<file path="src/design/rsde_pkg.sv">
// ----------------------------------------------------------------------------
// rsde_pkg
// Shared types, register map and a helper function for the reference-series
// delta encoder.
// ----------------------------------------------------------------------------
package rsde_pkg;

    localparam int DATA_W = 32;

    typedef enum logic [1:0] {
        KIND_FIRST    = 2'd0,
        KIND_TEMPORAL = 2'd1,
        KIND_REF      = 2'd2
    } kind_t;

    typedef enum logic [1:0] {
        REG_REF_INTERVAL  = 2'd0,
        REG_SERIES_LENGTH = 2'd1,
        REG_FLOOR_VALUE   = 2'd2,
        REG_REF_MODE      = 2'd3
    } reg_idx_t;

    typedef struct packed {
        logic [7:0]        ref_interval;
        logic [10:0]       series_length;
        logic [DATA_W-1:0] floor_value;
        logic              ref_mode;
    } cfg_t;

    // one sample after sequencing, waiting for its reference read
    typedef struct packed {
        logic [DATA_W-1:0] sample;
        logic [DATA_W-1:0] other;
        kind_t             kind;
        logic              series_end;
    } stage_t;

    function automatic logic [DATA_W-1:0] zigzag(input logic [DATA_W-1:0] d);
        return {d[DATA_W-2:0], 1'b0} ^ {DATA_W{d[DATA_W-1]}};
    endfunction

endpackage

</file>
<file path="src/design/rsde_cfg_regs.sv">
// ----------------------------------------------------------------------------
// rsde_cfg_regs
// APB register file holding the encoder configuration.
// ----------------------------------------------------------------------------
module rsde_cfg_regs
(
    input  logic                clk,
    input  logic                rst_n,
    input  logic                psel,
    input  logic                penable,
    input  logic                pwrite,
    input  logic [3:0]          paddr,
    input  logic [31:0]         pwdata,
    output logic [31:0]         prdata,
    output logic                pready,
    output rsde_pkg::cfg_t      cfg
);

    rsde_pkg::cfg_t     cfg_reg;
    rsde_pkg::cfg_t     cfg_next;
    rsde_pkg::reg_idx_t idx;
    logic               wr_en;

    assign pready = 1'b1;
    assign idx    = rsde_pkg::reg_idx_t'(paddr[3:2]);
    assign wr_en  = psel && penable && pwrite && pready;
    assign cfg    = cfg_reg;

    always_comb
    begin
        cfg_next = cfg_reg;
        if (wr_en)
        begin
            unique case (idx)
                rsde_pkg::REG_REF_INTERVAL:  cfg_next.ref_interval  = pwdata[7:0];
                rsde_pkg::REG_SERIES_LENGTH: cfg_next.series_length = pwdata[10:0];
                rsde_pkg::REG_FLOOR_VALUE:   cfg_next.floor_value   = pwdata;
                rsde_pkg::REG_REF_MODE:      cfg_next.ref_mode      = pwdata[0];
                default:                     cfg_next = cfg_reg;
            endcase
        end
    end

    always_comb
    begin
        unique case (idx)
            rsde_pkg::REG_REF_INTERVAL:  prdata = {24'd0, cfg_reg.ref_interval};
            rsde_pkg::REG_SERIES_LENGTH: prdata = {21'd0, cfg_reg.series_length};
            rsde_pkg::REG_FLOOR_VALUE:   prdata = cfg_reg.floor_value;
            rsde_pkg::REG_REF_MODE:      prdata = {31'd0, cfg_reg.ref_mode};
            default:                     prdata = 32'd0;
        endcase
    end

    always_ff @(posedge clk or negedge rst_n)
    begin
        if (!rst_n)
        begin
            cfg_reg.ref_interval  <= 8'd1;
            cfg_reg.series_length <= 11'd1024;
            cfg_reg.floor_value   <= 32'd0;
            cfg_reg.ref_mode      <= 1'b0;
        end
        else
        begin
            cfg_reg <= cfg_next;
        end
    end

endmodule

</file>
<file path="config.mk">
export PLATFORM = sky130hd
export DESIGN_NAME = rsde_cfg_regs
export DESIGN_NICKNAME = d
export VERILOG_FILES = /design/src/design/rsde_pkg.sv /design/src/design/rsde_cfg_regs.sv
export SDC_FILE = /design/constraint.sdc
export NUM_CORES = 1
export LEC_CHECK = 0
export BUFFER_PORTS_ARGS = -buffer_cell sky130_fd_sc_hd__buf_2
export CORE_ASPECT_RATIO = 0.5
export CORE_MARGIN = 8
export CORE_UTILIZATION = 40
export CTS_CLUSTER_DIAMETER = 120
export CTS_CLUSTER_SIZE = 12
export DETAILED_ROUTE_END_ITERATION = 10
export GPL_TIMING_DRIVEN = 1
export PLACE_DENSITY_LB_ADDON = 0.15
export SYNTH_ARGS = -nofsm -noshare
export SYNTH_HDL_FRONTEND = slang
export SYNTH_SLANG_ARGS = --single-unit
</file>
<file path="constraint.sdc">
create_clock -name clk -period 2.14 [get_ports clk]
set_input_delay 0.535 -clock clk [delete_from_list [all_inputs] [get_ports clk]]
set_output_delay 0.535 -clock clk [all_outputs]
set_load 0.05 [all_outputs]
</file>
# After elaboration in Yosys (flattened, before gate mapping)

Cells that the tools add are included.

Flip-flop bits (word level): 52
Latch bits: 0
Memory bits (writable): 0
Bits in read-only memories: 0
Input port bits: 41
Output and inout port bits: 85
Logic and storage cells: 15
Memories kept: 0

Add/subtract/negate cells: 0
Multiply operators: 0
Div/mod/pow operators: 0
$lt $le $gt $ge: 0
Eq/ne operators: 3
Shift operators: 0
Mux-type cells: 1
Bitwise logic cells: 0
Reduce and logical (&&, ||, !) cells: 7

Operators by type and width:

| operator                                      | count |
|---|---|
| one-hot mux 32 bit (4 select lines)           | 1 |
| AND reduction 2 bit                           | 4 |
| == test 2 bit, second input constant          | 2 |
| == test 2 x 1 -> 1 bit, second input constant | 1 |
| logical AND 1 bit                             | 2 |
| zero test 2 bit                               | 1 |

# Logic depth before layout (Yosys ltp)

Gate-level depths: netlist of the first run.

Word-level depth: 3
Gate-level depth with buffers: 5
Gate-level depth less buffers: 3

# Worst setup path after synthesis of the first run

No wires, ideal clock.

Path kind: input port to output port
Start point: input paddr[2]
End point: output prdata[1]
Data arrival time: 2114 ps
Data required time: 1605 ps
Setup slack: -509 ps
Cell stages on the path: 4
Buffers on the path: 2
Path through: buf_2 > buf_2 > mux2i_1 > o21ai_0

Cells in the longest elaborated chain, start to end: 2
Elaborated cells on any way between the ends: 5
Classes of those cells: 3 x eq/ne; 1 x mux; 1 x reduce/logical

Ends and longest elaborated chain:

| what                                        | RTL line            | text |
|---|---|---|
| from (decl)                                 | rsde_cfg_regs.sv:12 | `input logic [3:0] paddr,` |
| == test 2 bit, or another cell as far along | rsde_cfg_regs.sv:46 | `unique case (idx)` |
| one-hot mux 32 bit (4 select lines) *       | rsde_cfg_regs.sv:46 |  |
| to (decl)                                   | rsde_cfg_regs.sv:14 | `output logic [31:0] prdata,` |

Mark *: on every way between the ends. The rest lies on a longest branch, timed or not.

# Worst setup path in the final report of the first run

Ends and elaborated chain as after synthesis.

==> qor.yml, run 1 <==
post-route-period-util: 0.932
cp.arrival_ps: 1460
grt_start_max_net_pins: 28
totalWireLength_mm: 6.30
unrepaired_setup_endpoints_after_global_routing: "no"
dr.pass1.iters: 4
ctsResizeCount: 0
hpwl_detailed_mm: 4.94
combinationalPowerShare: 0.450
yosysUniqueCellTypes: 21
power.switching_fraction: 0.453
cts.root.buffer_cell: "sky130_fd_sc_hd__clkbuf_16"
criticalPathCategory: "input pin to output pin"
chipHeight_um: 70.4
tritoncts: "built"
worst_setup_slack_final_ps: 146
crit-reg2reg-capture: "cfg[6]"
timing.rr.start: "cfg[6]"
detailedPlace.worstSlack_ps: 146
worst_hold_slack_ps: 251
antenna_cells_inserted: 0
fin_skew_ps: 0
critical_path_cell_sequence: "buf_2, nor2b_2, buf_4, nand2_1, o21ai_2, buf_2"
timing.reg2reg.worst_path_depth: 1
status: "complete, no violations"
slew_headroom: 0.587
fmax_mhz: 502
drc_errors: 0
core-area_sq_um: 5610
critPathRequiredTime_ps: 1600
setup_tns_ps: 0
ir_drop_v: 0.000586
report.final.hold_viol_count: 0
clock_insertion_delay_worst_skew_ps: 290
die_area_sq_um: 8790
synth.net_count: 211
grt_first_pass_wirelength_mm: 10.6
layout_common_cells: "122 x sky130_fd_sc_hd__buf_2, 50 x sky130_fd_sc_hd__dfrtp_1, 42 x sky130_fd_sc_hd__mux2_2, 21 x sky130_fd_sc_hd__and2_1, 10 x sky130_fd_sc_hd__mux2_4"
final-max-slew-violation-count: 0
ant_nets: 0
antenna_found_initial: 0
synth_area_sq_um: 2370
drt-vias-per-instance: 4.89
global_route.usage.total: 0.147
num-nets-final: 340
instances_no_fill: 373
p_leak_nw: 1.75
power.sequential.fraction: 0.335
p_sw_w: 0.00187
drtIter0Drc: 80
ys_seq_elements: 52
min_path_type: "input pin to async pin"
critical-path-top-cell-by-count: "sky130_fd_sc_hd__buf_2"
finalSetupViolCount: 0
synth-seq-area-share: 0.550
cts.htree.levels: 2
slowest_stage: "sky130_fd_sc_hd__buf_2"
via_count_of_the_first_global_routing_pass: 2014
starting_density_of_the_core: 0.422
portBuffers: 122
post_cts_buffers: 0
place.gp.congestion: 0.683
synth-warning-count: 0
cts_hold_buffers: 0
vias: 1823
rows: 19
cts_buffers: 5
die_w_um: 125
avgSynthCellArea_sq_um: 13.9
avgRoutedWirePerCell_um: 16.9
area.growth.synth_to_final_pct: 39.8
start_kind: "input pin"
dpl_cell_area_sq_um: 3150
crit_fanout: 16
intPower_w: 0.00226
grt_overflow_total: 0
critical_path.endpoint_type: "output pin"
buffering_stage_count_on_the_worst_path_with_inverters_included: 3
worst_setup_hold_path_clk_slew_ps: 70
ff2ff_setup_slack_ps: 1340
worstMarginPinSlew_ps: 620
dp_cells: 365
crit_family: "buffers and inverters"
min_period_ps: 1990
slowest_delay_ps: 280
postLayoutCellArea_sq_um: 3310
cap_violations: 0
pwr_density_cell_nw_per_um2: 1250
largest_reg_flops: 52
boundary_pin_count: 126
layout.cells.most_common: "sky130_fd_sc_hd__buf_2"
synthesis.instances: 170
clock_path_buffers: 2
final_layout_size_suffix_gt1_frac: 0.687
numClockSinks: 52
clk_network_pwr_share: 0.215
## cells in the mapped netlist
cell type,n,area [sq um]
sky130_fd_sc_hd__a22o_1,3,26.3
sky130_fd_sc_hd__and2_1,21,131
sky130_fd_sc_hd__buf_2,2,10.0
sky130_fd_sc_hd__buf_4,4,30.0
sky130_fd_sc_hd__buf_6,1,11.3
sky130_fd_sc_hd__clkbuf_1,4,15.0
sky130_fd_sc_hd__conb_1,1,3.75
sky130_fd_sc_hd__dfrtp_1,50,1250
sky130_fd_sc_hd__dfstp_2,2,52.6
sky130_fd_sc_hd__mux2_2,42,473
sky130_fd_sc_hd__mux2_4,10,150
sky130_fd_sc_hd__mux2i_1,7,70.1
sky130_fd_sc_hd__mux4_2,1,22.5
sky130_fd_sc_hd__nand2_1,8,30.0
sky130_fd_sc_hd__nand3_2,1,10.0
sky130_fd_sc_hd__nor2_1,1,3.75
sky130_fd_sc_hd__nor2b_1,2,12.5
sky130_fd_sc_hd__nor3_2,1,10.0
sky130_fd_sc_hd__nor3b_2,1,12.5
sky130_fd_sc_hd__o21ai_0,7,35.0
sky130_fd_sc_hd__or3b_1,1,8.76
## per-stage QoR
stage                     utilization  total power (W)
after floorplan                     -          0.00281
after global placement          0.561          0.00325
after detailed placement        0.561          0.00329
after CTS                       0.590          0.00419
after global routing            0.590          0.00434
final                           0.590          0.00413
## cell type report
cell class,count,area [sq um]
fill,490,2300
sequential,52,1300
multi-input combinational,107,1030
timing repair buffer,133,718
clock buffer,6,129
tap,73,91.3
clock inverter,2,35.0
## power groups by stage
stage	Clock (W)	Combinational, W	Sequential (W)
after global routing	0.000967	0.00194	0.00143
final	0.000888	0.00186	0.00139
after floorplan	0	0.000608	0.00220
after global placement	0	0.00186	0.00139
after CTS	0.000922	0.00188	0.00139
after detailed placement	0	0.00188	0.00140
## worst max path at each step
stage,start,endpoint,slack [ps],cells past startpoint
final,paddr[2],prdata[1],150,6
after global routing,paddr[2],prdata[7],50,6
after CTS,paddr[2],prdata[1],140,6
after detailed placement,paddr[2],prdata[1],150,6
after global placement,paddr[2],prdata[7],160,6
after floorplan,paddr[2],prdata[0],20,3
## kinds of logic after synthesis
logic type / count (synthesis) / share of synthesized area
multiplexers: 60 / 0.302
flip-flops: 52 / 0.550
AND/OR/NAND/NOR: 36 / 0.0924
buffers and inverters: 11 / 0.0280
AO/OA/AOI/OAI: 10 / 0.0259
other: 1 / 0.00158
## layer usage
layer,GRT usage,share of wire,vias to the layer above,routed length (um)
met4,0.0441,0.011,0,68
met5,0,0,-,0
met2,0.258,0.51,55,3210
met1,0.164,0.41,919,2610
li1,-,-,844,-
met3,0.0553,0.065,5,412
Power figures use the tool's default switching activity.
==> run 2: changes to the inputs <==
Settings changed: CORE_UTILIZATION 40 to 45.
==> run 2 against run 1 <==
Critical path depth is the same. Maximum frequency shrank 1.6%. Clock skew is the same. Sequential power is essentially flat. Sequential cell count is the same. Global-route usage grew 0.39 points. Via count grew 0.16%. Sequential share of layout area grew 0.98 points. Power shrank 8.1%. Critical endpoint is now prdata[5]. Largest cell class unchanged. Largest power group unchanged.
==> qor.yml, run 2 (synthesis results as in run 1) <==
status: "complete, no violations"  # unchanged
clock_insertion_delay_worst_skew_ps: 290  # about the same
critical-path-top-cell-by-count: "sky130_fd_sc_hd__buf_2"  # unchanged
critical_path_cell_sequence: "buf_2, nor2b_2, buf_4, nand2_1, o21ai_2, buf_2"  # unchanged
grt_first_pass_wirelength_mm: 9.81  # was 10.6 mm
p_leak_nw: 1.72  # was 1.75 nW
layout.core_utilization: 0.646  # was 0.590
layout_common_cells: "122 x sky130_fd_sc_hd__buf_2, 50 x sky130_fd_sc_hd__dfrtp_1, 42 x sky130_fd_sc_hd__mux2_2, 21 x sky130_fd_sc_hd__and2_1, 14 x sky130_fd_sc_hd__buf_4"  # was 122 x sky130_fd_sc_hd__buf_2, 50 x sky130_fd_sc_hd__dfrtp_1, 42 x sky130_fd_sc_hd__mux2_2, 21 x sky130_fd_sc_hd__and2_1, 10 x sky130_fd_sc_hd__mux2_4
place.gp.congestion: 0.737  # was 0.683
largest_reg_flops: 52  # unchanged
worstMarginPinSlew_ps: 555  # was 620 ps
via_count_of_the_first_global_routing_pass: 2044  # was 2014
report.final.hold_viol_count: 0  # unchanged
ir_drop_v: 0.000551  # was 0.000586 V
die_area_sq_um: 7990  # was 8790 sq um
min_path_type: "input pin to async pin"  # unchanged
tritoncts: "built"  # unchanged
num-nets-final: 343  # was 340
cts_hold_buffers: 0  # unchanged
totalWireLength_mm: 6.01  # was 6.30 mm
drtIter0Drc: 28  # was 80
cts_buffers: 5  # unchanged
final_layout_size_suffix_gt1_frac: 0.686  # was 0.687
antenna_cells_inserted: 0  # unchanged
avgRoutedWirePerCell_um: 16.1  # was 16.9 um
buffering_stage_count_on_the_worst_path_with_inverters_included: 3  # unchanged
fmax_mhz: 494  # was 502 MHz
crit_fanout: 10  # was 16
cp.arrival_ps: 1490  # was 1460 ps
worst_setup_hold_path_clk_slew_ps: 80  # was 70 ps
post_cts_buffers: 0  # unchanged
instances_no_fill: 373  # unchanged
area.growth.synth_to_final_pct: 36.4  # was 39.8%
final-max-slew-violation-count: 0  # unchanged
slowest_delay_ps: 280  # about the same
cap_violations: 0  # unchanged
dr.pass1.iters: 4  # unchanged
critPathRequiredTime_ps: 1600  # about the same
criticalPathCategory: "input pin to output pin"  # unchanged
drt-vias-per-instance: 4.90  # was 4.89
antenna_found_initial: 0  # unchanged
slew_headroom: 0.630  # was 0.587
global_route.usage.total: 0.151  # was 0.147
slowest_stage: "sky130_fd_sc_hd__buf_2"  # unchanged
grt_overflow_total: 0  # unchanged
vias: 1826  # was 1823
unrepaired_setup_endpoints_after_global_routing: "no"  # unchanged
crit_family: "buffers and inverters"  # unchanged
cts.htree.levels: 2  # unchanged
timing.reg2reg.worst_path_depth: 1  # unchanged
portBuffers: 122  # unchanged
start_kind: "input pin"  # unchanged
numClockSinks: 52  # unchanged
ant_nets: 0  # unchanged
pwr_density_cell_nw_per_um2: 1180  # was 1250 nW/um^2
rows: 18  # was 19
hpwl_detailed_mm: 4.78  # was 4.94 mm
setup_tns_ps: 0  # unchanged
ctsResizeCount: 0  # unchanged
cts.root.buffer_cell: "sky130_fd_sc_hd__clkbuf_8"  # was sky130_fd_sc_hd__clkbuf_16
die_w_um: 119  # was 125 um
core-area_sq_um: 5000  # was 5610 sq um
final_power_w: 0.00380  # was 0.00413 W
drc_errors: 0  # unchanged
finalSetupViolCount: 0  # unchanged
post-route-period-util: 0.947  # was 0.932
min_period_ps: 2030  # was 1990 ps
boundary_pin_count: 126  # unchanged
chipHeight_um: 67.3  # was 70.4 um
grt_start_max_net_pins: 26  # was 28
starting_density_of_the_core: 0.474  # was 0.422
dp_cells: 365  # unchanged
layout.cells.most_common: "sky130_fd_sc_hd__buf_2"  # unchanged
clock_path_buffers: 2  # unchanged
fin_skew_ps: 0  # unchanged
critical_path.endpoint_type: "output pin"  # unchanged
timing.critical_path.depth: 6  # unchanged
run 2: changes by cell type in the layout (fill, tap and decap cells not counted), sizes merged:
cell,delta
bufinv,-1
clkbuf,+2
clkinv,-1
buf,+3
run 2: path summary, 6_finish.rpt:
kind / startpoint / endpoint / slack, ps
setup / recovery: paddr[3] / prdata[5] / 110
hold / removal: rst_n / cfg[18] / 220
setup reg to reg: cfg[42] / cfg[42] / 1350
hold reg to reg: cfg[28] / cfg[28] / 530
max in group asynchronous: rst_n / cfg[32] / 1270
min in group clk: pwdata[14] / cfg[15] / 470
run 2: where the power goes:
part	internal (W)	leakage [nW]	total (W)	switching [W]
Combinational	0.000490	1.04	0.00186	0.00137
Clock	0.000264	0.0455	0.000560	0.000296
Sequential	0.00122	0.634	0.00138	0.000164
run 2: area by class of cell:
cell class                      instances  area [sq um]
Fill cell                             421          1770
Timing Repair Buffer                  136           716
Tap cell                               70          87.6
Sequential cell                        52          1300
Multi-Input combinational cell        107          1030
Clock buffer                            8          90.1
run 2: through the flow:
stage / instance area (sq um) / worst slack, ps / hold WS, ps
floorplan: 2400 / 15.4 / 239
global placement: 3140 / 149 / 500
detailed placement: 3140 / 111 / 506
CTS: 3230 / 105 / 234
global route: 3230 / 27.6 / 252
finish: 3230 / 114 / 223
run 2: layer usage:
metal	track usage	share of wire
met1	0.165	0.43
met2	0.282	0.50
met3	0.0574	0.072
met4	0.0328	0.0057
met5	0	0
==> run 3: changes to the inputs <==
==> constraint.sdc (replaced) <==
create_clock -name clk -period 2.14 [get_ports clk]
set_input_delay 0.321 -clock clk [delete_from_list [all_inputs] [get_ports clk]]
set_output_delay 0.321 -clock clk [all_outputs]
set_load 0.05 [all_outputs]
==> run 3 against run 2 <==
Wire length fell by 1.6%. Clock-buffer cell count did not move. Core utilization is 1.2 points lower. Critical path depth stayed put. Non-clock buffer count is 5 lower. Worst hold slack improved by 33 ps. Register-to-register slack hardly changed. Global-route usage is 0.34 points lower. Sequential share of layout area grew 0.75 points. Sequential power is essentially flat.
==> qor.yml, run 3 (synthesis results as in run 1) <==
tritoncts: "built"  # unchanged
worst_setup_hold_path_clk_slew_ps: 80  # about the same
drtIter0Drc: 37  # was 28
largest_reg_flops: 52  # unchanged
cts.root.buffer_cell: "sky130_fd_sc_hd__clkbuf_8"  # unchanged
unrepaired_setup_endpoints_after_global_routing: "no"  # unchanged
final_power_w: 0.00374  # was 0.00380 W
layout_common_cells: "122 x sky130_fd_sc_hd__buf_2, 50 x sky130_fd_sc_hd__dfrtp_1, 42 x sky130_fd_sc_hd__mux2_2, 21 x sky130_fd_sc_hd__and2_1, 10 x sky130_fd_sc_hd__mux2_4"  # was 122 x sky130_fd_sc_hd__buf_2, 50 x sky130_fd_sc_hd__dfrtp_1, 42 x sky130_fd_sc_hd__mux2_2, 21 x sky130_fd_sc_hd__and2_1, 14 x sky130_fd_sc_hd__buf_4
final-max-slew-violation-count: 0  # unchanged
crit-reg2reg-capture: "cfg[37]"  # was cfg[42]
ir_drop_v: 0.000663  # was 0.000551 V
status: "complete, no violations"  # unchanged
chipHeight_um: 67.3  # unchanged
hpwl_detailed_mm: 4.63  # was 4.78 mm
slowest_stage: "sky130_fd_sc_hd__buf_2"  # unchanged
worst_hold_slack_ps: 256  # was 223 ps
ctsResizeCount: 0  # unchanged
antenna_cells_inserted: 0  # unchanged
setup_tns_ps: 0  # unchanged
min_path_type: "input pin to flop"  # was input pin to async pin
grt_start_max_net_pins: 32  # was 26
antenna_found_initial: 0  # unchanged
fmax_mhz: 548  # was 494 MHz
finalSetupViolCount: 0  # unchanged
area.growth.synth_to_final_pct: 33.9  # was 36.4%
timing.rr.start: "cfg[37]"  # was cfg[42]
starting_density_of_the_core: 0.474  # unchanged
drc_errors: 0  # unchanged
p_leak_nw: 1.68  # was 1.72 nW
dp_cells: 359  # was 365
cts_buffers: 5  # unchanged
report.final.hold_viol_count: 0  # unchanged
clock_insertion_delay_worst_skew_ps: 290  # about the same
timing.reg2reg.worst_path_depth: 1  # unchanged
wl_met1_mm: 2.41  # was 2.56 mm
critical-path-top-cell-by-count: "sky130_fd_sc_hd__buf_2"  # unchanged
numClockSinks: 52  # unchanged
pwr_density_cell_nw_per_um2: 1180  # about the same
criticalPathCategory: "input pin to output pin"  # unchanged
post_cts_buffers: 0  # unchanged
avgRoutedWirePerCell_um: 16.1  # about the same
met2WireLength_mm: 2.95  # was 2.98 mm
ff2ff_setup_slack_ps: 1350  # about the same
rows: 18  # unchanged
grt_first_pass_wirelength_mm: 9.54  # was 9.81 mm
critPathRequiredTime_ps: 1820  # was 1600 ps
instances_no_fill: 368  # was 373
dr.pass1.iters: 4  # unchanged
core-area_sq_um: 5000  # unchanged
via_count_of_the_first_global_routing_pass: 1969  # was 2044
cap_violations: 0  # unchanged
cts.htree.levels: 2  # unchanged
met3WireLength_um: 518  # was 433 um
cp.arrival_ps: 1500  # was 1490 ps
dpl_cell_area_sq_um: 3080  # was 3140 sq um
critical_path.endpoint_type: "output pin"  # unchanged
totalWireLength_mm: 5.92  # was 6.01 mm
highest-signal-layer: "met4"  # unchanged
critical_path_cell_sequence: "buf_2, nor2b_2, buf_4, nand2_1, o21ai_1, buf_2"  # was buf_2, nor2b_2, buf_4, nand2_1, o21ai_2, buf_2
boundary_pin_count: 126  # unchanged
final_layout_size_suffix_gt1_frac: 0.651  # was 0.686
postLayoutCellArea_sq_um: 3170  # was 3230 sq um
worst_setup_path_startpoint: "paddr[3]"  # unchanged
min_period_ps: 1820  # was 2030 ps
place.gp.congestion: 0.740  # was 0.737
vias: 1775  # was 1826
num-nets-final: 338  # was 343
ant_nets: 0  # unchanged
crit_fanout: 20  # was 10
die_w_um: 119  # unchanged
layout.cells.most_common: "sky130_fd_sc_hd__buf_2"  # unchanged
die_area_sq_um: 7990  # unchanged
critical_path.endpoint: "prdata[4]"  # was prdata[5]
drt-vias-per-instance: 4.82  # was 4.90
global_route.usage.total: 0.148  # was 0.151
crit_family: "buffers and inverters"  # unchanged
clock_path_buffers: 2  # unchanged
timing.critical_path.depth: 6  # unchanged
post-route-period-util: 0.852  # was 0.947
portBuffers: 122  # unchanged
start_kind: "input pin"  # unchanged
fin_skew_ps: 0  # unchanged
slowest_delay_ps: 280  # about the same
buffering_stage_count_on_the_worst_path_with_inverters_included: 3  # unchanged
grt_overflow_total: 0  # unchanged
fill_cells: 391  # was 421
cts_hold_buffers: 1  # was 0
==> run 3: changes by cell type in the layout (fill, tap and decap cells not counted) <==
cell	previous run	this run
sky130_fd_sc_hd__buf_4	14	7
sky130_fd_sc_hd__clkbuf_1	2	3
sky130_fd_sc_hd__o21ai_2	7	0
sky130_fd_sc_hd__buf_12	0	1
sky130_fd_sc_hd__o21ai_1	0	7
sky130_fd_sc_hd__dlygate4sd3_1	0	1
sky130_fd_sc_hd__clkbuf_8	6	5
==> run 3: worst min-delay path by stage <==
| stage | startpoint | to | slack (ps) | cells past startpoint |
|---|---|---|---|---|
| detailed placement | rst_n | cfg[21] | 320 | 1 |
| floorplan | rst_n | cfg[0] | 30 | 0 |
| CTS | pwdata[21] | cfg[22] | 240 | 2 |
| finish | pwdata[21] | cfg[22] | 260 | 2 |
| global route | pwdata[21] | cfg[22] | 240 | 2 |
| global placement | rst_n | cfg[18] | 310 | 1 |
==> run 3: through the flow <==
stage | worst slack, ps | util
after floorplan | 293 | -
after global placement | 336 | 0.617
after detailed placement | 315 | 0.617
after CTS | 314 | 0.635
after global routing | 219 | 0.635
final | 316 | 0.635
==> run 3: power breakdown <==
part           switching, W  leakage, nW  internal [W]
sequential         0.000168        0.634       0.00122
combinational       0.00135         1.01      0.000481
clock              0.000284       0.0395      0.000233
total               0.00181         1.68       0.00193
==> run 3: area by class of cell <==
class	count	area, sq um	share of cell area
Sequential cell	52	1300	0.411
Multi-Input combinational cell	107	1010	0.318
Timing Repair Buffer	131	693	0.218
Tap cell	70	87.6	0.0276
Clock buffer	8	80.1	0.0252
==> run 3: per-layer routing <==
metal,global-route usage,up-vias
met5,0,-
met4,0.0390,0
met3,0.0599,4
met2,0.271,65
met1,0.160,866
li1,-,840
