### src/design/rsde_pkg.sv
// ----------------------------------------------------------------------------
// rsde_pkg
// Shared types, register map and a helper function for the reference-series
// delta encoder.
// ----------------------------------------------------------------------------
package rsde_pkg;

    localparam int DATA_W = 32;

    typedef enum logic [1:0] {
        KIND_FIRST    = 2'd0,
        KIND_TEMPORAL = 2'd1,
        KIND_REF      = 2'd2
    } kind_t;

    typedef enum logic [1:0] {
        REG_REF_INTERVAL  = 2'd0,
        REG_SERIES_LENGTH = 2'd1,
        REG_FLOOR_VALUE   = 2'd2,
        REG_REF_MODE      = 2'd3
    } reg_idx_t;

    typedef struct packed {
        logic [7:0]        ref_interval;
        logic [10:0]       series_length;
        logic [DATA_W-1:0] floor_value;
        logic              ref_mode;
    } cfg_t;

    // one sample after sequencing, waiting for its reference read
    typedef struct packed {
        logic [DATA_W-1:0] sample;
        logic [DATA_W-1:0] other;
        kind_t             kind;
        logic              series_end;
    } stage_t;

    function automatic logic [DATA_W-1:0] zigzag(input logic [DATA_W-1:0] d);
        return {d[DATA_W-2:0], 1'b0} ^ {DATA_W{d[DATA_W-1]}};
    endfunction

endpackage

### src/design/rsde_seq.sv
// ----------------------------------------------------------------------------
// rsde_seq
// Series sequencer: tracks sample index, group position and coding choice,
// issues the reference store access and builds the stage-one record.
// ----------------------------------------------------------------------------
module rsde_seq
#(
    parameter int MAX_SAMPLES = 1024
)
(
    input  logic                             clk,
    input  logic                             rst_n,
    input  rsde_pkg::cfg_t                   cfg,
    input  logic                             accept,
    input  logic [rsde_pkg::DATA_W-1:0]      sample,
    input  logic                             gstart,
    input  logic                             lgroup,
    output logic                             mem_we,
    output logic [$clog2(MAX_SAMPLES)-1:0]   mem_addr,
    output rsde_pkg::stage_t                 info
);

    localparam int IW = $clog2(MAX_SAMPLES);
    localparam int CW = (IW + 1 > 11) ? IW + 1 : 11;
    localparam logic [CW-1:0] LEN_MAX = CW'(MAX_SAMPLES);

    logic [IW-1:0]               idx_reg;
    logic [IW-1:0]               idx_next;
    logic [7:0]                  sig_reg;
    logic [7:0]                  sig_next;
    logic                        temporal_reg;
    logic                        temporal_next;
    logic [rsde_pkg::DATA_W-1:0] prev_reg;

    logic [CW-1:0] len_raw;
    logic [CW-1:0] len;
    logic [IW-1:0] idx_eff;
    logic [7:0]    sig_eff;
    logic          first;
    logic          temporal;
    logic          last_smp;
    logic [8:0]    sig_inc;

    always_comb
    begin
        len_raw = CW'(cfg.series_length);
        priority if (len_raw == '0)
            len = CW'(1);
        else if (len_raw > LEN_MAX)
            len = LEN_MAX;
        else
            len = len_raw;

        idx_eff = (gstart || CW'(idx_reg) >= len) ? '0 : idx_reg;
        sig_eff = gstart ? 8'd0 : sig_reg;
        first   = (idx_eff == '0);

        priority if (!first)
            temporal = temporal_reg;
        else if (lgroup)
            temporal = 1'b1;
        else if (cfg.ref_mode)
            temporal = gstart;
        else
            temporal = (sig_eff == 8'd0);

        last_smp = (CW'(idx_eff) + CW'(1) >= len);
        sig_inc  = {1'b0, sig_eff} + 9'd1;

        idx_next      = last_smp ? '0 : idx_eff + IW'(1);
        sig_next      = last_smp ? ((sig_inc >= {1'b0, cfg.ref_interval}) ? 8'd0
                                                                       : sig_inc[7:0])
                                 : sig_eff;
        temporal_next = temporal;
    end

    assign mem_addr = idx_eff;
    assign mem_we   = accept && (cfg.ref_mode || temporal);

    always_comb
    begin
        info.sample     = sample;
        info.other      = first ? cfg.floor_value : prev_reg;
        info.series_end = last_smp;
        priority if (!temporal)
            info.kind = rsde_pkg::KIND_REF;
        else if (first)
            info.kind = rsde_pkg::KIND_FIRST;
        else
            info.kind = rsde_pkg::KIND_TEMPORAL;
    end

    always_ff @(posedge clk or negedge rst_n)
    begin
        if (!rst_n)
        begin
            idx_reg      <= '0;
            sig_reg      <= 8'd0;
            temporal_reg <= 1'b0;
            prev_reg     <= '0;
        end
        else if (accept)
        begin
            idx_reg      <= idx_next;
            sig_reg      <= sig_next;
            temporal_reg <= temporal_next;
            prev_reg     <= sample;
        end
    end

    a_end_wraps_index: assert property (@(posedge clk) disable iff (!rst_n)
        (accept && last_smp) |=> (idx_reg == '0))
        else $error("index not cleared after series end");

    a_ref_no_write: assert property (@(posedge clk) disable iff (!rst_n)
        (accept && !cfg.ref_mode && info.kind == rsde_pkg::KIND_REF) |-> !mem_we)
        else $error("reference-coded series written in mode 0");

endmodule

### config.mk
export PLATFORM = sky130hd
export DESIGN_NAME = rsde_seq
export DESIGN_NICKNAME = d
export VERILOG_FILES = /design/src/design/rsde_pkg.sv /design/src/design/rsde_seq.sv
export SDC_FILE = /design/constraint.sdc
export NUM_CORES = 1
export LEC_CHECK = 0
export ABC_AREA = 1
export BUFFER_PORTS_ARGS = -buffer_cell sky130_fd_sc_hd__buf_4
export CAP_MARGIN = 20
export CORE_ASPECT_RATIO = 2
export CORE_MARGIN = 8
export CORE_UTILIZATION = 45
export DETAILED_ROUTE_END_ITERATION = 8
export GPL_ROUTABILITY_DRIVEN = 0
export PLACE_DENSITY_LB_ADDON = 0.3
export SYNTH_ARGS = -nofsm -noshare
export SYNTH_HDL_FRONTEND = slang
export SYNTH_SLANG_ARGS = --single-unit
### constraint.sdc
create_clock -name clk -period 4.6 [get_ports clk]
set_input_delay 0.69 -clock clk [delete_from_list [all_inputs] [get_ports clk]]
set_output_delay 0.69 -clock clk [all_outputs]
set_load 0.02 [all_outputs]
# After elaboration in Yosys (flattened, before gate mapping)
# Cells that the tools add are included.
dict set report classes {
  addsub 3
  order_cmp 4
  n_mux 13
  n_reduce_logical 6
}
# cell count
set op_table {}
lappend op_table {{2-to-1 mux 32 bit} 1}
lappend op_table {{2-to-1 mux 8 bit} 3}
lappend op_table {{2-to-1 mux 11 bit} 2}
lappend op_table {{2-to-1 mux 10 bit} 2}
lappend op_table {{adder 10 x 1 -> 11 bit (second input constant)} 1}
lappend op_table {{>= comparator 10 x 11 -> 1 bit} 1}
lappend op_table {{>= comparator 11 bit} 1}
lappend op_table {{greater-than comparator 11 bit (second input constant)} 1}
lappend op_table {{zero test 11 bit} 1}
lappend op_table {{adder 10 x 1 -> 10 bit (second input constant)} 1}
lappend op_table {{zero test 10 bit} 1}
lappend op_table {{adder 8 x 1 -> 9 bit (second input constant)} 1}
lappend op_table {{>= comparator 9 x 8 -> 1 bit} 1}
lappend op_table {{zero test 8 bit} 1}
lappend op_table {{2-to-1 mux 1 bit} 4}
lappend op_table {{logical OR 1 bit} 2}
lappend op_table {{2-to-1 mux 2 bit} 1}
lappend op_table {{logical AND 1 bit} 1}
dict set report totals {
  register_bits 51
  inputBits 89
  out_inout_bits 78
}

# Longest topological paths before layout
# Gate-level depths: netlist of run 1.
dict set report logic_depth {
  depth_word 10
  mapped_depth 30
}

# Worst setup path after synthesis of run 1
# OpenSTA, ideal clock, no wires.
dict set report synth_path {
  path_kind {input to output}
  start {input port cfg[39] in the netlist's numbering}
  end {output port info[0] in the netlist's numbering}
  t_arrival_ns 4.237
  required_ns 3.910
  path_slack_ns -0.327
  cell_stages 22
  n_path_buf 1
  path_cell_list {nor4_1 nand3_1 nand2_1 nand2_1 ha_1 inv_1 nor2_1 a21boi_2 nand4_1 nor2_1 ha_1 nand4_1 inv_1 nand3_1 and2_1 ha_1 a21oi_1 o21a_1 nand2_1 a21oi_1 nand2_1 buf_4}
}
dict set report synth_via {
  elab_chain_len 8
  elab_cells_between_ends 9
}
# item line
set synth_lines {}
lappend synth_lines {{start, declared} rsde_seq.sv:13} ;# input rsde_pkg::cfg_t cfg,
lappend synth_lines {{greater-than comparator 11 bit} rsde_seq.sv:49} ;# else if (len_raw > LEN_MAX)
lappend synth_lines {{2-to-1 mux 11 bit} rsde_seq.sv:49}
lappend synth_lines {{2-to-1 mux 11 bit *} rsde_seq.sv:47} ;# priority if (len_raw == '0)
lappend synth_lines {{>= comparator 10 x 11 -> 1 bit *} rsde_seq.sv:54} ;# idx_eff = (gstart || CW'(idx_reg) >= len) ? '0 : idx_reg;
lappend synth_lines {{logical OR 1 bit *} rsde_seq.sv:54}
lappend synth_lines {{2-to-1 mux 10 bit *} rsde_seq.sv:54}
lappend synth_lines {{net mem_addr[0]} rsde_seq.sv:19} ;# output logic [$clog2(MAX_SAMPLES)-1:0] mem_addr,
lappend synth_lines {{adder 10 x 1 -> 11 bit *} rsde_seq.sv:67} ;# last_smp = (CW'(idx_eff) + CW'(1) >= len);
lappend synth_lines {{>= comparator 11 bit *} rsde_seq.sv:67}
lappend synth_lines {{end, declared} rsde_seq.sv:20} ;# output rsde_pkg::stage_t info
# Mark *: on every way through the listed nets, which the timed path passes. The rest lies on a longest branch.

# Worst setup path after layout of run 1
dict set report layout_path {
  start {input port cfg[39] in the netlist's numbering}
  end {register idx_reg[8]}
}
dict set report layout_via {
  elab_chain_len 9
  elab_cells_between_ends 11
}
# item line
set layout_lines {}
lappend layout_lines {{greater-than comparator 11 bit} rsde_seq.sv:49}
lappend layout_lines {{2-to-1 mux 11 bit} rsde_seq.sv:49}
lappend layout_lines {{2-to-1 mux 11 bit *} rsde_seq.sv:47}
lappend layout_lines {{>= comparator 10 x 11 -> 1 bit} rsde_seq.sv:54}
lappend layout_lines {{logical OR 1 bit} rsde_seq.sv:54}
lappend layout_lines {{2-to-1 mux 10 bit} rsde_seq.sv:54}
lappend layout_lines {{adder 10 x 1 -> 11 bit} rsde_seq.sv:67}
lappend layout_lines {{>= comparator 11 bit} rsde_seq.sv:67}
lappend layout_lines {{2-to-1 mux 10 bit *} rsde_seq.sv:70} ;# idx_next = last_smp ? '0 : idx_eff + IW'(1);
lappend layout_lines {{end signal, assigned} rsde_seq.sv:104} ;# idx_reg <= idx_next;
lappend layout_lines {{end, declared} rsde_seq.sv:27} ;# logic [IW-1:0] idx_reg;
# Every way passes the cells marked *; elsewhere a longest branch is shown, timed or not.
# A chain may end at the register's enable or synchronous reset.

==> summary.json, run 1 <==
{
  "timing": {
    "period_share_pct": 115,
    "max-slew-margin-rel_pct": 53.4,
    "setup_ws_ns": -0.701,
    "tightest_slew_ns": 0.699,
    "finalSetupViolations": 53,
    "clock.fmax_mhz": 189,
    "timing.clock.skew_ns": 0.00364,
    "finalHoldViolations": 0,
    "rsz0062_at_grt": "true",
    "maxSlewViolCount": 0,
    "final.hold.worst_slack_ns": 0.415,
    "fin_crit_ns": 5.30
  },
  "cts": {
    "htree_num_levels": 2,
    "cts.clk_slew.worst_paths_ns": 0.07,
    "tritoncts": "built",
    "numClockSinks": 51,
    "clockRootBuffer": "sky130_fd_sc_hd__clkbuf_16",
    "clk-insertion-delay-late_ns": 0.29,
    "cts_hold_repair_buffers": 0,
    "total_cts_buffers": 5,
    "max-clock-path-buffers": 2
  },
  "detailed_routing": {
    "route.vias.total": 5105,
    "met3_length_um": 1350,
    "avgViaCountPerCell": 5.59,
    "detailedRoute.firstPassIterationCount": 5,
    "drc_violations": 0,
    "violation_count_after_the_first_detailed_route_iteration": 323,
    "top_signal_layer_used": "met4",
    "route.layer.met1.wl_um": 6260,
    "wl_um": 19700,
    "routed-wl-met2_um": 10700,
    "antenna_violating_nets_post_route": 0,
    "drt-wirelength-per-cell_um": 21.5
  },
  "layout": {
    "largest_reg_flops": 32,
    "antennaDiodeCount": 0,
    "layout-area-overhead-vs-synth_pct": 82.2,
    "layout-drive-gt1-share_pct": 54.4,
    "finish.net_count": 932,
    "layout.cells.non_filler": 913
  },
  "yosys": {
    "synth_sequential_area_ratio_pct": 31.4,
    "post_synth_main_area_contributors": "sky130_fd_sc_hd__dfrtp_1 31%, sky130_fd_sc_hd__nand2_1 12%, sky130_fd_sc_hd__ha_1 10%",
    "synth_fp_nets": 701,
    "synth_cells": 579,
    "synth-warning-count": 0,
    "syn_area_per_cell_sq_um": 7.02,
    "post_synth_instance_area_sq_mm": 0.00406,
    "synth_top_area_cell": "sky130_fd_sc_hd__dfrtp_1",
    "ys_ff_latch": 51,
    "synth.top_cell.area_share_pct": 31.4,
    "synth.lib_cells_used.distinct": 36
  },
  "setup_path": {
    "critical_path.max_fanout": 5,
    "setup.worst_path.class": "in -> reg",
    "critical_path_arrival_ns": 5.45,
    "slowest_delay_ns": 0.29,
    "critical_path.most_common_cell": "sky130_fd_sc_hd__buf_4",
    "endpoint_class_of_the_critical_path": "flip-flop",
    "cp_data_required_time_ns": 4.75,
    "cell_with_the_biggest_individual_delay_on_the_critical_path": "sky130_fd_sc_hd__nor4_4",
    "setup.worst_path.start_class": "input pin"
  },
  "placement": {
    "dp_cells": 843,
    "dp_hpwl_um": 10400,
    "portBuffers": 166
  },
  "grt": {
    "grt_antenna_before_repair": 0,
    "vias_in_the_first_global_route": 4856,
    "grt_overflow": 0,
    "grt.total_usage_pct": 22.6,
    "largest_net_degree_at_the_start_of_global_routing": 73,
    "grt_first_pass_wirelength_um": 23100
  },
  "run_status": {
    "run_status": "finished, violations left",
    "failed_checks": "negative setup slack"
  },
  "floorplan": {
    "row_count": 49,
    "initial_core_util_pct": 45.7,
    "core_sq_mm": 0.00889,
    "dieHeight_um": 150,
    "ios": 167,
    "die-width_um": 83.2,
    "die_area_sq_mm": 0.0125
  },
  "hold_path": {
    "hp-class": "in -> async"
  },
  "power_and_ir_drop": {
    "leakage_nw": 3.86,
    "vdd_drop_max_mv": 0.178,
    "power.density_cell_area_mw_per_mm2": 282
  },
  "job": {
    "drv.max_cap_violation_count": 0
  }
}
==> where the power goes <==
| part | switching [mW] | leakage (nW) | internal, mW |
|---|---|---|---|
| clock network | 0.172 | 0.0804 | 0.259 |
| registers | 0.0182 | 0.647 | 0.482 |
| logic | 0.621 | 3.14 | 0.536 |
==> cell families (layout without fill, tap and decap cells) <==
kind of cell | count (synthesis) | in the layout | synth area share [%]
and+or+nand+nor | 247 | 248 | 25.9
AOI/OAI and AO/OA | 96 | 96 | 13.4
buffers and inverters | 144 | 375 | 17.4
xor gates and xnor gates | 8 | 8 | 1.72
DFF | 51 | 51 | 31.4
adders and majority gates | 33 | 33 | 10.2
==> worst max-delay path: cells and delay by family <==
kind / cells / cell delay, ns
adder cells (fa/ha/maj): 2 / 0.40
buffers and inverters: 19 / 2.48
AO/OA/AOI/OAI: 2 / 0.34
AND/OR/NAND/NOR: 11 / 1.52
==> final timing paths <==
kind                             from           end  slack [ns]  cells past startpoint
min in group clk           sig_reg[6]    sig_reg[6]        0.51                      2
max in group asynchronous       rst_n  prev_reg[15]        3.74                      1
min                             rst_n   prev_reg[7]        0.42                      1
max reg2reg                idx_reg[6]    idx_reg[8]       -0.02                     29
min reg2reg                sig_reg[6]    sig_reg[6]        0.51                      2
max                           cfg[39]    idx_reg[8]       -0.70                     34
==> cells in the final DEF, fill, tap and decap left out, types with 4 or more instances in the layout <==
| cell type | n |
|---|---|
| sky130_fd_sc_hd__buf_4 | 213 |
| sky130_fd_sc_hd__nand2_1 | 102 |
| sky130_fd_sc_hd__inv_1 | 84 |
| sky130_fd_sc_hd__dfrtp_1 | 51 |
| sky130_fd_sc_hd__buf_6 | 48 |
| sky130_fd_sc_hd__o21ai_0 | 36 |
| sky130_fd_sc_hd__nor2_4 | 30 |
| sky130_fd_sc_hd__a21oi_4 | 22 |
| sky130_fd_sc_hd__nand2_2 | 20 |
| sky130_fd_sc_hd__nand3_1 | 20 |
| sky130_fd_sc_hd__ha_1 | 20 |
| sky130_fd_sc_hd__nand3_2 | 15 |
| sky130_fd_sc_hd__a21oi_1 | 13 |
| sky130_fd_sc_hd__ha_4 | 13 |
| sky130_fd_sc_hd__nor2_1 | 12 |
| sky130_fd_sc_hd__nor2_2 | 12 |
| sky130_fd_sc_hd__nand2_4 | 12 |
| sky130_fd_sc_hd__a21oi_2 | 11 |
| sky130_fd_sc_hd__nand4_1 | 10 |
| sky130_fd_sc_hd__clkbuf_16 | 10 |
| sky130_fd_sc_hd__inv_2 | 8 |
| sky130_fd_sc_hd__buf_12 | 6 |
| sky130_fd_sc_hd__xor2_1 | 5 |
| sky130_fd_sc_hd__o21ai_1 | 5 |
| sky130_fd_sc_hd__and2_4 | 4 |
==> per-stage QoR <==
step	setup slack, ns	util (%)	TNS (ns)	instance area [sq um]	power (mW)
after detailed placement	-0.398	61.8	-5.69	5490	1.20
after global placement	-0.240	61.8	-2.40	5490	1.18
final	-0.701	83.3	-11.58	7400	2.09
after global routing	-0.792	83.3	-19.14	7400	2.16
after CTS	-0.108	70.4	-0.192	6260	1.66
after floorplan	-0.0597	-	-0.0597	4110	0.911
==> Yosys cell counts (all sizes together) <==
library cell,count
nand2,133
inv,93
nor2,54
dfrtp,51
a21oi,46
buf,42
o21ai,41
nand3,37
ha,33
nand4,10
clkbuf,9
xor2,7
and2,4
nor3,4
nor4,3
o22ai,3
a21boi,1
nor3b,1
o21a,1
o311ai,1
o31a,1
o31ai,1
o41ai,1
or2,1
xnor2,1
==> area by class of cell <==
class                      instances  area (sq um)
inverter                          93           352
sequential                        51          1280
tap                              102           128
clock inverter                     3          46.3
fill                             455          1490
clock buffer                       5           125
timing repair buffer             274          2410
multi-input combinational        385          3060
==> routing by layer <==
metal / vias up / track usage (%)
met5: - / 0
met4: 0 / 15.9
met3: 112 / 5.25
met2: 294 / 42.0
met1: 2423 / 21.2
li1: 2276 / -
==> what timing repair did <==
item,in CTS,in global routing
setup buffers,41,13
gates cloned,2,9
resized for setup,56,207
endpoints found under the setup margin,11,54
pin swaps,31,57
(Power assumes the default switching activity.)
==> run 2: changes to the inputs <==
--- a/config.mk
+++ b/config.mk
@@ -13,7 +13,7 @@
 export CORE_UTILIZATION = 45
 export DETAILED_ROUTE_END_ITERATION = 8
 export GPL_ROUTABILITY_DRIVEN = 0
-export PLACE_DENSITY_LB_ADDON = 0.3
+export PLACE_DENSITY = 0.75
 export SYNTH_ARGS = -nofsm -noshare
 export SYNTH_HDL_FRONTEND = slang
 export SYNTH_SLANG_ARGS = --single-unit
==> summary.json, run 2 (synthesized netlist as in run 1, its figures left out) <==
{
  "timing": {
    "timing.setup.tns": {"value": -1.69, "unit": "ns", "change": "was -11.58 ns"},
    "period_share": {"value": 110, "unit": "%", "change": "was 115%"},
    "rsz0062_at_grt": {"value": "true", "change": "unchanged"},
    "setup_ws": {"value": -0.478, "unit": "ns", "change": "was -0.701 ns"},
    "maxSlewViolCount": {"value": 0, "change": "unchanged"},
    "max-slew-margin-rel": {"value": 48.3, "unit": "%", "change": "was 53.4%"},
    "finalHoldViolations": {"value": 0, "change": "unchanged"},
    "timing.clock.skew": {"value": 0.00653, "unit": "ns", "change": "was 0.00364 ns"},
    "fin_crit": {"value": 5.08, "unit": "ns", "change": "was 5.30 ns"},
    "final.hold.worst_slack": {"value": 0.433, "unit": "ns", "change": "was 0.415 ns"},
    "tightest_slew": {"value": 0.765, "unit": "ns", "change": "was 0.699 ns"},
    "finalSetupViolations": {"value": 30, "change": "was 53"},
    "clock.fmax": {"value": 197, "unit": "MHz", "change": "was 189 MHz"}
  },
  "layout": {
    "layout.cell_area.non_filler": {"value": 0.00649, "unit": "sq mm", "change": "was 0.00740 sq mm"},
    "finish.net_count": {"value": 900, "change": "was 932"},
    "most-common-layout-cells": {"value": "216 x sky130_fd_sc_hd__buf_4, 106 x sky130_fd_sc_hd__nand2_1, 85 x sky130_fd_sc_hd__inv_1", "change": "was 213 x sky130_fd_sc_hd__buf_4, 102 x sky130_fd_sc_hd__nand2_1, 84 x sky130_fd_sc_hd__inv_1"},
    "largest_reg_flops": {"value": 32, "change": "unchanged"},
    "post-route-util": {"value": 73.0, "unit": "%", "change": "was 83.3%"},
    "leading_cell_type_in_the_layout_fill_and_taps_excluded": {"value": "sky130_fd_sc_hd__buf_4", "change": "unchanged"},
    "layout-drive-gt1-share": {"value": 44.9, "unit": "%", "change": "was 54.4%"},
    "antennaDiodeCount": {"value": 0, "change": "unchanged"},
    "layout-area-overhead-vs-synth": {"value": 59.7, "unit": "%", "change": "was 82.2%"}
  },
  "detailed_routing": {
    "avgViaCountPerCell": {"value": 5.26, "change": "was 5.59"},
    "drt-wirelength-per-cell": {"value": 17.0, "unit": "um", "change": "was 21.5 um"},
    "drc_violations": {"value": 0, "change": "unchanged"},
    "route.vias.total": {"value": 4631, "change": "was 5105"},
    "violation_count_after_the_first_detailed_route_iteration": {"value": 140, "change": "was 323"},
    "wl": {"value": 15000, "unit": "um", "change": "was 19700 um"},
    "detailedRoute.firstPassIterationCount": {"value": 4, "change": "was 5"},
    "antenna_violating_nets_post_route": {"value": 0, "change": "unchanged"}
  },
  "job": {
    "drv.max_cap_violation_count": {"value": 0, "change": "unchanged"}
  },
  "placement": {
    "portBuffers": {"value": 166, "change": "unchanged"},
    "placed_cell_area": {"value": 0.00550, "unit": "sq mm", "change": "was 0.00549 sq mm"},
    "dp_hpwl": {"value": 10300, "unit": "um", "change": "was 10400 um"}
  },
  "setup_path": {
    "critical_path_arrival": {"value": 4.39, "unit": "ns", "change": "was 5.45 ns"},
    "setup.worst_path.class": {"value": "in -> out", "change": "was in -> reg"},
    "endpoint_class_of_the_critical_path": {"value": "primary output", "change": "was flip-flop"},
    "setup.worst_path.start_class": {"value": "input pin", "change": "unchanged"},
    "cp_data_required_time": {"value": 3.91, "unit": "ns", "change": "was 4.75 ns"},
    "critical_path.max_fanout": {"value": 5, "change": "unchanged"},
    "regToRegSetupSlack": {"value": 0.64, "unit": "ns", "change": "was -0.02 ns"}
  },
  "cts": {
    "tritoncts": {"value": "built", "change": "unchanged"},
    "cts_hold_repair_buffers": {"value": 0, "change": "unchanged"},
    "total_cts_buffers": {"value": 5, "change": "unchanged"},
    "cts.clk_slew.worst_paths": {"value": 0.07, "unit": "ns", "change": "about the same"},
    "max-clock-path-buffers": {"value": 2, "change": "unchanged"},
    "clk-insertion-delay-late": {"value": 0.29, "unit": "ns", "change": "about the same"},
    "numClockSinks": {"value": 51, "change": "unchanged"},
    "htree_num_levels": {"value": 2, "change": "unchanged"},
    "clockRootBuffer": {"value": "sky130_fd_sc_hd__clkbuf_16", "change": "unchanged"}
  },
  "floorplan": {
    "core": {"value": 0.00889, "unit": "sq mm", "change": "unchanged"},
    "die_area": {"value": 0.0125, "unit": "sq mm", "change": "unchanged"},
    "initial_core_util": {"value": 45.7, "unit": "%", "change": "unchanged"},
    "dieHeight": {"value": 150, "unit": "um", "change": "unchanged"},
    "ios": {"value": 167, "change": "unchanged"},
    "row_count": {"value": 49, "change": "unchanged"},
    "die-width": {"value": 83.2, "unit": "um", "change": "unchanged"}
  },
  "power_and_ir_drop": {
    "vdd_drop_max": {"value": 0.187, "unit": "mV", "change": "was 0.178 mV"},
    "leakage": {"value": 3.57, "unit": "nW", "change": "was 3.86 nW"},
    "power.density_cell_area": {"value": 267, "unit": "mW/mm^2", "change": "was 282 mW/mm^2"}
  },
  "grt": {
    "grt_overflow": {"value": 0, "change": "unchanged"},
    "grt.total_usage": {"value": 20.5, "unit": "%", "change": "was 22.6%"},
    "largest_net_degree_at_the_start_of_global_routing": {"value": 73, "change": "unchanged"},
    "vias_in_the_first_global_route": {"value": 4532, "change": "was 4856"},
    "grt_first_pass_wirelength": {"value": 21400, "unit": "um", "change": "was 23100 um"},
    "grt_antenna_before_repair": {"value": 0, "change": "unchanged"}
  },
  "run_status": {
    "failed_checks": {"value": "negative setup slack", "change": "unchanged"},
    "run_status": {"value": "finished, violations left", "change": "unchanged"}
  },
  "hold_path": {
    "hp-class": {"value": "in -> async", "change": "unchanged"}
  }
}
run 2: cell count changes in the layout (fill, tap and decap cells not counted), moves of 3 or more:
cell / delta
sky130_fd_sc_hd__nor2_2: -8
sky130_fd_sc_hd__nand3_1: +4
sky130_fd_sc_hd__nand3_2: -3
sky130_fd_sc_hd__nand2_2: -4
sky130_fd_sc_hd__nor2_4: -23
sky130_fd_sc_hd__nor2_1: +32
sky130_fd_sc_hd__buf_12: -3
sky130_fd_sc_hd__a21oi_1: +16
sky130_fd_sc_hd__a21oi_2: +3
sky130_fd_sc_hd__a21oi_4: -19
sky130_fd_sc_hd__buf_4: +3
sky130_fd_sc_hd__buf_6: -31
sky130_fd_sc_hd__nand2_1: +4
run 2: stage by stage:
| stage | total power [mW] | setup slack, ns | std cells |
|---|---|---|---|
| floorplan | 0.911 | -0.0597 | 579 |
| finish | 1.73 | -0.478 | 881 |
| global route | 1.82 | -0.702 | 881 |
| CTS | 1.60 | -0.170 | 862 |
| detailed placement | 1.21 | -0.409 | 843 |
| global placement | 1.20 | -0.222 | 843 |
run 2: metal layers:
layer	vias up	global-route usage (%)	routed length [um]	part of all wire, %
li1	2213	-	-	-
met1	2173	20.4	5330	36
met2	206	39.1	8230	55
met3	39	4.06	887	5.9
met4	0	10.3	545	3.6
met5	-	0	0	0
run 2: final timing paths:
kind                       startpoint            to  cells after the start
min                             rst_n    sig_reg[0]                      1
max reg2reg                idx_reg[6]    sig_reg[5]                     28
max in group asynchronous       rst_n  prev_reg[31]                      1
max                           cfg[39]       info[0]                     26
min reg2reg                sig_reg[7]    sig_reg[7]                      2
min in group clk           sig_reg[7]    sig_reg[7]                      2
run 2: cell type report:
class,instances,area (sq um)
inverter,93,352
timing repair buffer,241,1980
fill,668,2400
sequential,51,1280
clock inverter,3,18.8
tap,102,128
multi-input combinational,386,2610
clock buffer,5,125
run 2: worst max-delay path, cell delays in order:
cell	delay (ns)
sky130_fd_sc_hd__buf_8	0.10
sky130_fd_sc_hd__nor4_4	0.30
sky130_fd_sc_hd__nand3_2	0.19
sky130_fd_sc_hd__nand2_4	0.21
sky130_fd_sc_hd__nand2_4	0.08
sky130_fd_sc_hd__ha_4	0.26
sky130_fd_sc_hd__nand2_2	0.06
sky130_fd_sc_hd__nand2_1	0.05
sky130_fd_sc_hd__nand2_1	0.06
sky130_fd_sc_hd__nand2_1	0.06
sky130_fd_sc_hd__nand2_1	0.09
sky130_fd_sc_hd__nand4_1	0.13
sky130_fd_sc_hd__buf_6	0.16
sky130_fd_sc_hd__nor2_4	0.12
sky130_fd_sc_hd__ha_4	0.15
sky130_fd_sc_hd__nand4_1	0.17
sky130_fd_sc_hd__inv_2	0.16
sky130_fd_sc_hd__buf_4	0.12
sky130_fd_sc_hd__nand3_1	0.10
sky130_fd_sc_hd__and2_4	0.20
sky130_fd_sc_hd__ha_4	0.28
sky130_fd_sc_hd__nand2_2	0.07
sky130_fd_sc_hd__nor4_4	0.23
sky130_fd_sc_hd__a21oi_2	0.11
sky130_fd_sc_hd__nand2_2	0.10
sky130_fd_sc_hd__buf_6	0.12
run 2: power breakdown:
group          switching (mW)  internal, mW  total (mW)
Sequential             0.0152         0.482       0.497
Clock                   0.165         0.202       0.367
Combinational           0.470         0.397       0.867
Total                   0.650          1.08        1.73
run 2: repair_timing:
action	in CTS	in global routing
setup endpoints to repair	12	51
pin swaps	23	46
buffers inserted	10	14
gates resized for setup	33	87
gates cloned	2	7
==> run 3: changes to the inputs <==
--- a/config.mk
+++ b/config.mk
@@ -10,10 +10,11 @@
 export CAP_MARGIN = 20
 export CORE_ASPECT_RATIO = 2
 export CORE_MARGIN = 8
-export CORE_UTILIZATION = 45
+export CORE_UTILIZATION = 49
 export DETAILED_ROUTE_END_ITERATION = 8
 export GPL_ROUTABILITY_DRIVEN = 0
-export PLACE_DENSITY = 0.75
+export PLACE_DENSITY = 0.78
+export SETUP_SLACK_MARGIN = 0.02
 export SYNTH_ARGS = -nofsm -noshare
 export SYNTH_HDL_FRONTEND = slang
 export SYNTH_SLANG_ARGS = --single-unit
==> constraint.sdc (replaced) <==
create_clock -name clk -period 5.1 [get_ports clk]
set_input_delay 0.765 -clock clk [delete_from_list [all_inputs] [get_ports clk]]
set_output_delay 0.765 -clock clk [all_outputs]
set_load 0.02 [all_outputs]
==> summary.json, run 3 (synthesized netlist as in run 1, its figures left out) <==
{
  "run_status": {
    "run_status": {"value": "finished, violations left", "change": "unchanged"},
    "failed_checks": {"value": "negative setup slack", "change": "unchanged"}
  },
  "setup_path": {
    "setup.worst_path.start_class": {"value": "input pin", "change": "unchanged"},
    "regToRegSetupSlack": {"value": 1.08, "unit": "ns", "change": "was 0.64 ns"},
    "slowest_delay": {"value": 0.31, "unit": "ns", "change": "was 0.30 ns"},
    "critical_path_endpoint": {"value": "info[0]", "change": "unchanged"},
    "endpoint_class_of_the_critical_path": {"value": "primary output", "change": "unchanged"},
    "cp_data_required_time": {"value": 4.34, "unit": "ns", "change": "was 3.91 ns"},
    "rr_startpoint": {"value": "idx_reg[6]", "change": "unchanged"},
    "reg2reg_to": {"value": "idx_reg[8]", "change": "was sig_reg[5]"},
    "timing.critical_path.from": {"value": "cfg[39]", "change": "unchanged"},
    "crit_path_cell_trace": "buf_4, nor4_4, nand3_2, nand2_4, nand2_2, ha_1, nand2_1, nand2_1, nand2_1, nand2_1, nand2_1, nand4_1, nor2_2, ha_2, nand4_1, xor2_1, inv_1, ha_4, buf_4, nand2_2, nor4_4, a21oi_2, nand2_1, buf_6",
    "setup.worst_path.class": {"value": "in -> out", "change": "unchanged"},
    "critical_path.max_fanout": {"value": 5, "change": "unchanged"},
    "cell_with_the_biggest_individual_delay_on_the_critical_path": {"value": "sky130_fd_sc_hd__nor4_4", "change": "unchanged"},
    "critical_path_arrival": {"value": 4.63, "unit": "ns", "change": "was 4.39 ns"},
    "critical_path.most_common_cell": {"value": "sky130_fd_sc_hd__nand2_1", "change": "unchanged"},
    "rr_worst_depth": {"value": 23, "change": "was 28"}
  },
  "detailed_routing": {
    "antenna_violating_nets_post_route": {"value": 0, "change": "unchanged"},
    "detailedRoute.firstPassIterationCount": {"value": 5, "change": "was 4"},
    "drt-wirelength-per-cell": {"value": 17.1, "unit": "um", "change": "was 17.0 um"},
    "route.vias.total": {"value": 4479, "change": "was 4631"},
    "drc_violations": {"value": 0, "change": "unchanged"},
    "violation_count_after_the_first_detailed_route_iteration": {"value": 226, "change": "was 140"},
    "avgViaCountPerCell": {"value": 5.38, "change": "was 5.26"},
    "wl": {"value": 14200, "unit": "um", "change": "was 15000 um"}
  },
  "floorplan": {
    "die_area": {"value": 0.0116, "unit": "sq mm", "change": "was 0.0125 sq mm"},
    "die-width": {"value": 80.4, "unit": "um", "change": "was 83.2 um"},
    "row_count": {"value": 47, "change": "was 49"},
    "ios": {"value": 167, "change": "unchanged"},
    "initial_core_util": {"value": 49.7, "unit": "%", "change": "was 45.7%"},
    "core": {"value": 0.00817, "unit": "sq mm", "change": "was 0.00889 sq mm"},
    "dieHeight": {"value": 145, "unit": "um", "change": "was 150 um"}
  },
  "cts": {
    "cts_hold_repair_buffers": {"value": 0, "change": "unchanged"},
    "tritoncts": {"value": "built", "change": "unchanged"},
    "htree_num_levels": {"value": 2, "change": "unchanged"},
    "clk-insertion-delay-late": {"value": 0.29, "unit": "ns", "change": "about the same"},
    "numClockSinks": {"value": 51, "change": "unchanged"},
    "total_cts_buffers": {"value": 5, "change": "unchanged"},
    "cts.clk_slew.worst_paths": {"value": 0.06, "unit": "ns", "change": "was 0.07 ns"},
    "clockRootBuffer": {"value": "sky130_fd_sc_hd__clkbuf_16", "change": "unchanged"},
    "max-clock-path-buffers": {"value": 2, "change": "unchanged"}
  },
  "timing": {
    "maxSlewViolCount": {"value": 0, "change": "unchanged"},
    "max-slew-margin-rel": {"value": 52.8, "unit": "%", "change": "was 48.3%"},
    "clock.fmax_mhz": 185,
    "fin_crit_ns": 5.39,
    "timing.clock.skew": {"value": 0.00793, "unit": "ns", "change": "was 0.00653 ns"},
    "finalHoldViolations": {"value": 0, "change": "unchanged"},
    "final.hold.worst_slack": {"value": 0.498, "unit": "ns", "change": "was 0.433 ns"},
    "period_share_pct": 106,
    "rsz0062_at_grt": {"value": "true", "change": "unchanged"},
    "setup_ws": {"value": -0.292, "unit": "ns", "change": "was -0.478 ns"},
    "finalSetupViolations": {"value": 1, "change": "was 30"},
    "tightest_slew": {"value": 0.698, "unit": "ns", "change": "was 0.765 ns"}
  },
  "power_and_ir_drop": {
    "vdd_drop_max": {"value": 0.165, "unit": "mV", "change": "was 0.187 mV"},
    "power.density_cell_area": {"value": 261, "unit": "mW/mm^2", "change": "was 267 mW/mm^2"},
    "netSwitchingFraction": {"value": 36.8, "unit": "%", "change": "was 37.6%"},
    "net-switching-power": {"value": 0.552, "unit": "mW", "change": "was 0.650 mW"},
    "intPower": {"value": 0.949, "unit": "mW", "change": "was 1.08 mW"},
    "power.clock.fraction": {"value": 25.1, "unit": "%", "change": "was 21.2%"},
    "leakage": {"value": 3.20, "unit": "nW", "change": "was 3.57 nW"},
    "pwr-share-seq": {"value": 29.8, "unit": "%", "change": "was 28.7%"},
    "power.share.combinational": {"value": 45.1, "unit": "%", "change": "was 50.1%"}
  },
  "layout": {
    "layout.cells.non_filler": {"value": 832, "change": "was 881"},
    "layout-drive-gt1-share": {"value": 34.9, "unit": "%", "change": "was 44.9%"},
    "layout-area-overhead-vs-synth": {"value": 41.6, "unit": "%", "change": "was 59.7%"},
    "layout.cell_area.non_filler": {"value": 0.00575, "unit": "sq mm", "change": "was 0.00649 sq mm"},
    "antennaDiodeCount": {"value": 0, "change": "unchanged"},
    "leading_cell_type_in_the_layout_fill_and_taps_excluded": {"value": "sky130_fd_sc_hd__buf_4", "change": "unchanged"},
    "largest_reg_flops": {"value": 32, "change": "unchanged"},
    "most-common-layout-cells": {"value": "191 x sky130_fd_sc_hd__buf_4, 124 x sky130_fd_sc_hd__nand2_1, 89 x sky130_fd_sc_hd__inv_1", "change": "was 216 x sky130_fd_sc_hd__buf_4, 106 x sky130_fd_sc_hd__nand2_1, 85 x sky130_fd_sc_hd__inv_1"},
    "fillerInstances": {"value": 665, "change": "was 668"},
    "finish.net_count": {"value": 855, "change": "was 900"}
  },
  "grt": {
    "grt_overflow": {"value": 0, "change": "unchanged"},
    "largest_net_degree_at_the_start_of_global_routing": {"value": 73, "change": "unchanged"},
    "grt_first_pass_wirelength": {"value": 21100, "unit": "um", "change": "was 21400 um"},
    "vias_in_the_first_global_route": {"value": 4526, "change": "was 4532"},
    "grt_antenna_before_repair": {"value": 0, "change": "unchanged"},
    "grt.total_usage": {"value": 22.8, "unit": "%", "change": "was 20.5%"}
  },
  "placement": {
    "dp_cells": {"value": 815, "change": "was 843"},
    "dp_hpwl": {"value": 10600, "unit": "um", "change": "was 10300 um"},
    "portBuffers": {"value": 166, "change": "unchanged"},
    "placed_cell_area": {"value": 0.00526, "unit": "sq mm", "change": "was 0.00550 sq mm"}
  },
  "hold_path": {
    "hp-class": {"value": "in -> async", "change": "unchanged"}
  },
  "job": {
    "drv.max_cap_violation_count": {"value": 0, "change": "unchanged"}
  }
}
-- run 3: how the worst min path moves through the flow --
stage | cells past startpoint | slack (ns) | start | to
3_5_place_dp | 2 | 0.49 | sig_reg[4] | sig_reg[4]
4_1_cts | 2 | 0.50 | sig_reg[4] | sig_reg[4]
5_1_grt | 2 | 0.52 | sig_reg[4] | sig_reg[4]
6_report | 1 | 0.50 | rst_n | prev_reg[5]
2_1_floorplan | 0 | 0.47 | rst_n | idx_reg[0]
3_3_place_gp | 2 | 0.48 | sig_reg[4] | sig_reg[4]
-- run 3: routing by layer --
metal	share of wire [%]	vias to the layer above	global-route usage [%]
met5	0	-	0
met4	5.3	0	13.8
met3	7.5	58	4.02
met2	55	221	43.3
met1	32	2074	21.3
li1	-	2126	-
-- run 3: what timing repair did --
item / 4_1_cts / 5_1_grt
endpoints found under the setup margin: 1 / 8
resized for setup: 27 / 15
gates cloned: 1 / 2
setup buffers: 5 / 1
hold endpoints to repair: 0 / 0
pin swaps: 12 / 12
-- run 3: worst max-delay path: cells and delay by family --
family,cells,cell delay (ns)
buf+inv,4,0.49
compound gates,1,0.09
simple gates,15,2.22
xor+xnor,1,0.25
fa+ha+maj,3,0.79
-- run 3: area by class of cell --
class	count	area, sq um	area share [%]
clock buffers	5	125	2.17
clock inverters	3	43.8	0.761
inverters	93	349	6.07
multi-input cells	385	2300	40.0
flip-flops and latches	51	1280	22.2
well taps	98	123	2.13
repair buffers	197	1540	26.7
-- run 3: per-stage QoR --
| stage | setup TNS, ns | setup slack [ns] | util [%] | total power [mW] |
|---|---|---|---|---|
| 5_1_grt | -0.739 | -0.511 | 70.4 | 1.58 |
| 2_1_floorplan | 0 | 0.0229 | - | 0.816 |
| 6_report | -0.292 | -0.292 | 70.4 | 1.50 |
| 3_3_place_gp | -0.216 | -0.216 | 64.4 | 1.06 |
| 4_1_cts | 0 | 0.0259 | 68.5 | 1.46 |
| 3_5_place_dp | -1.19 | -0.372 | 64.4 | 1.07 |
-- run 3: power by group through the flow --
stage	clock [mW]	combinational, mW	sequential (mW)
after floorplan	0	0.364	0.451
after global placement	0	0.604	0.454
after detailed placement	0	0.618	0.455
after CTS	0.386	0.629	0.447
after global routing	0.400	0.727	0.451
final	0.376	0.677	0.448
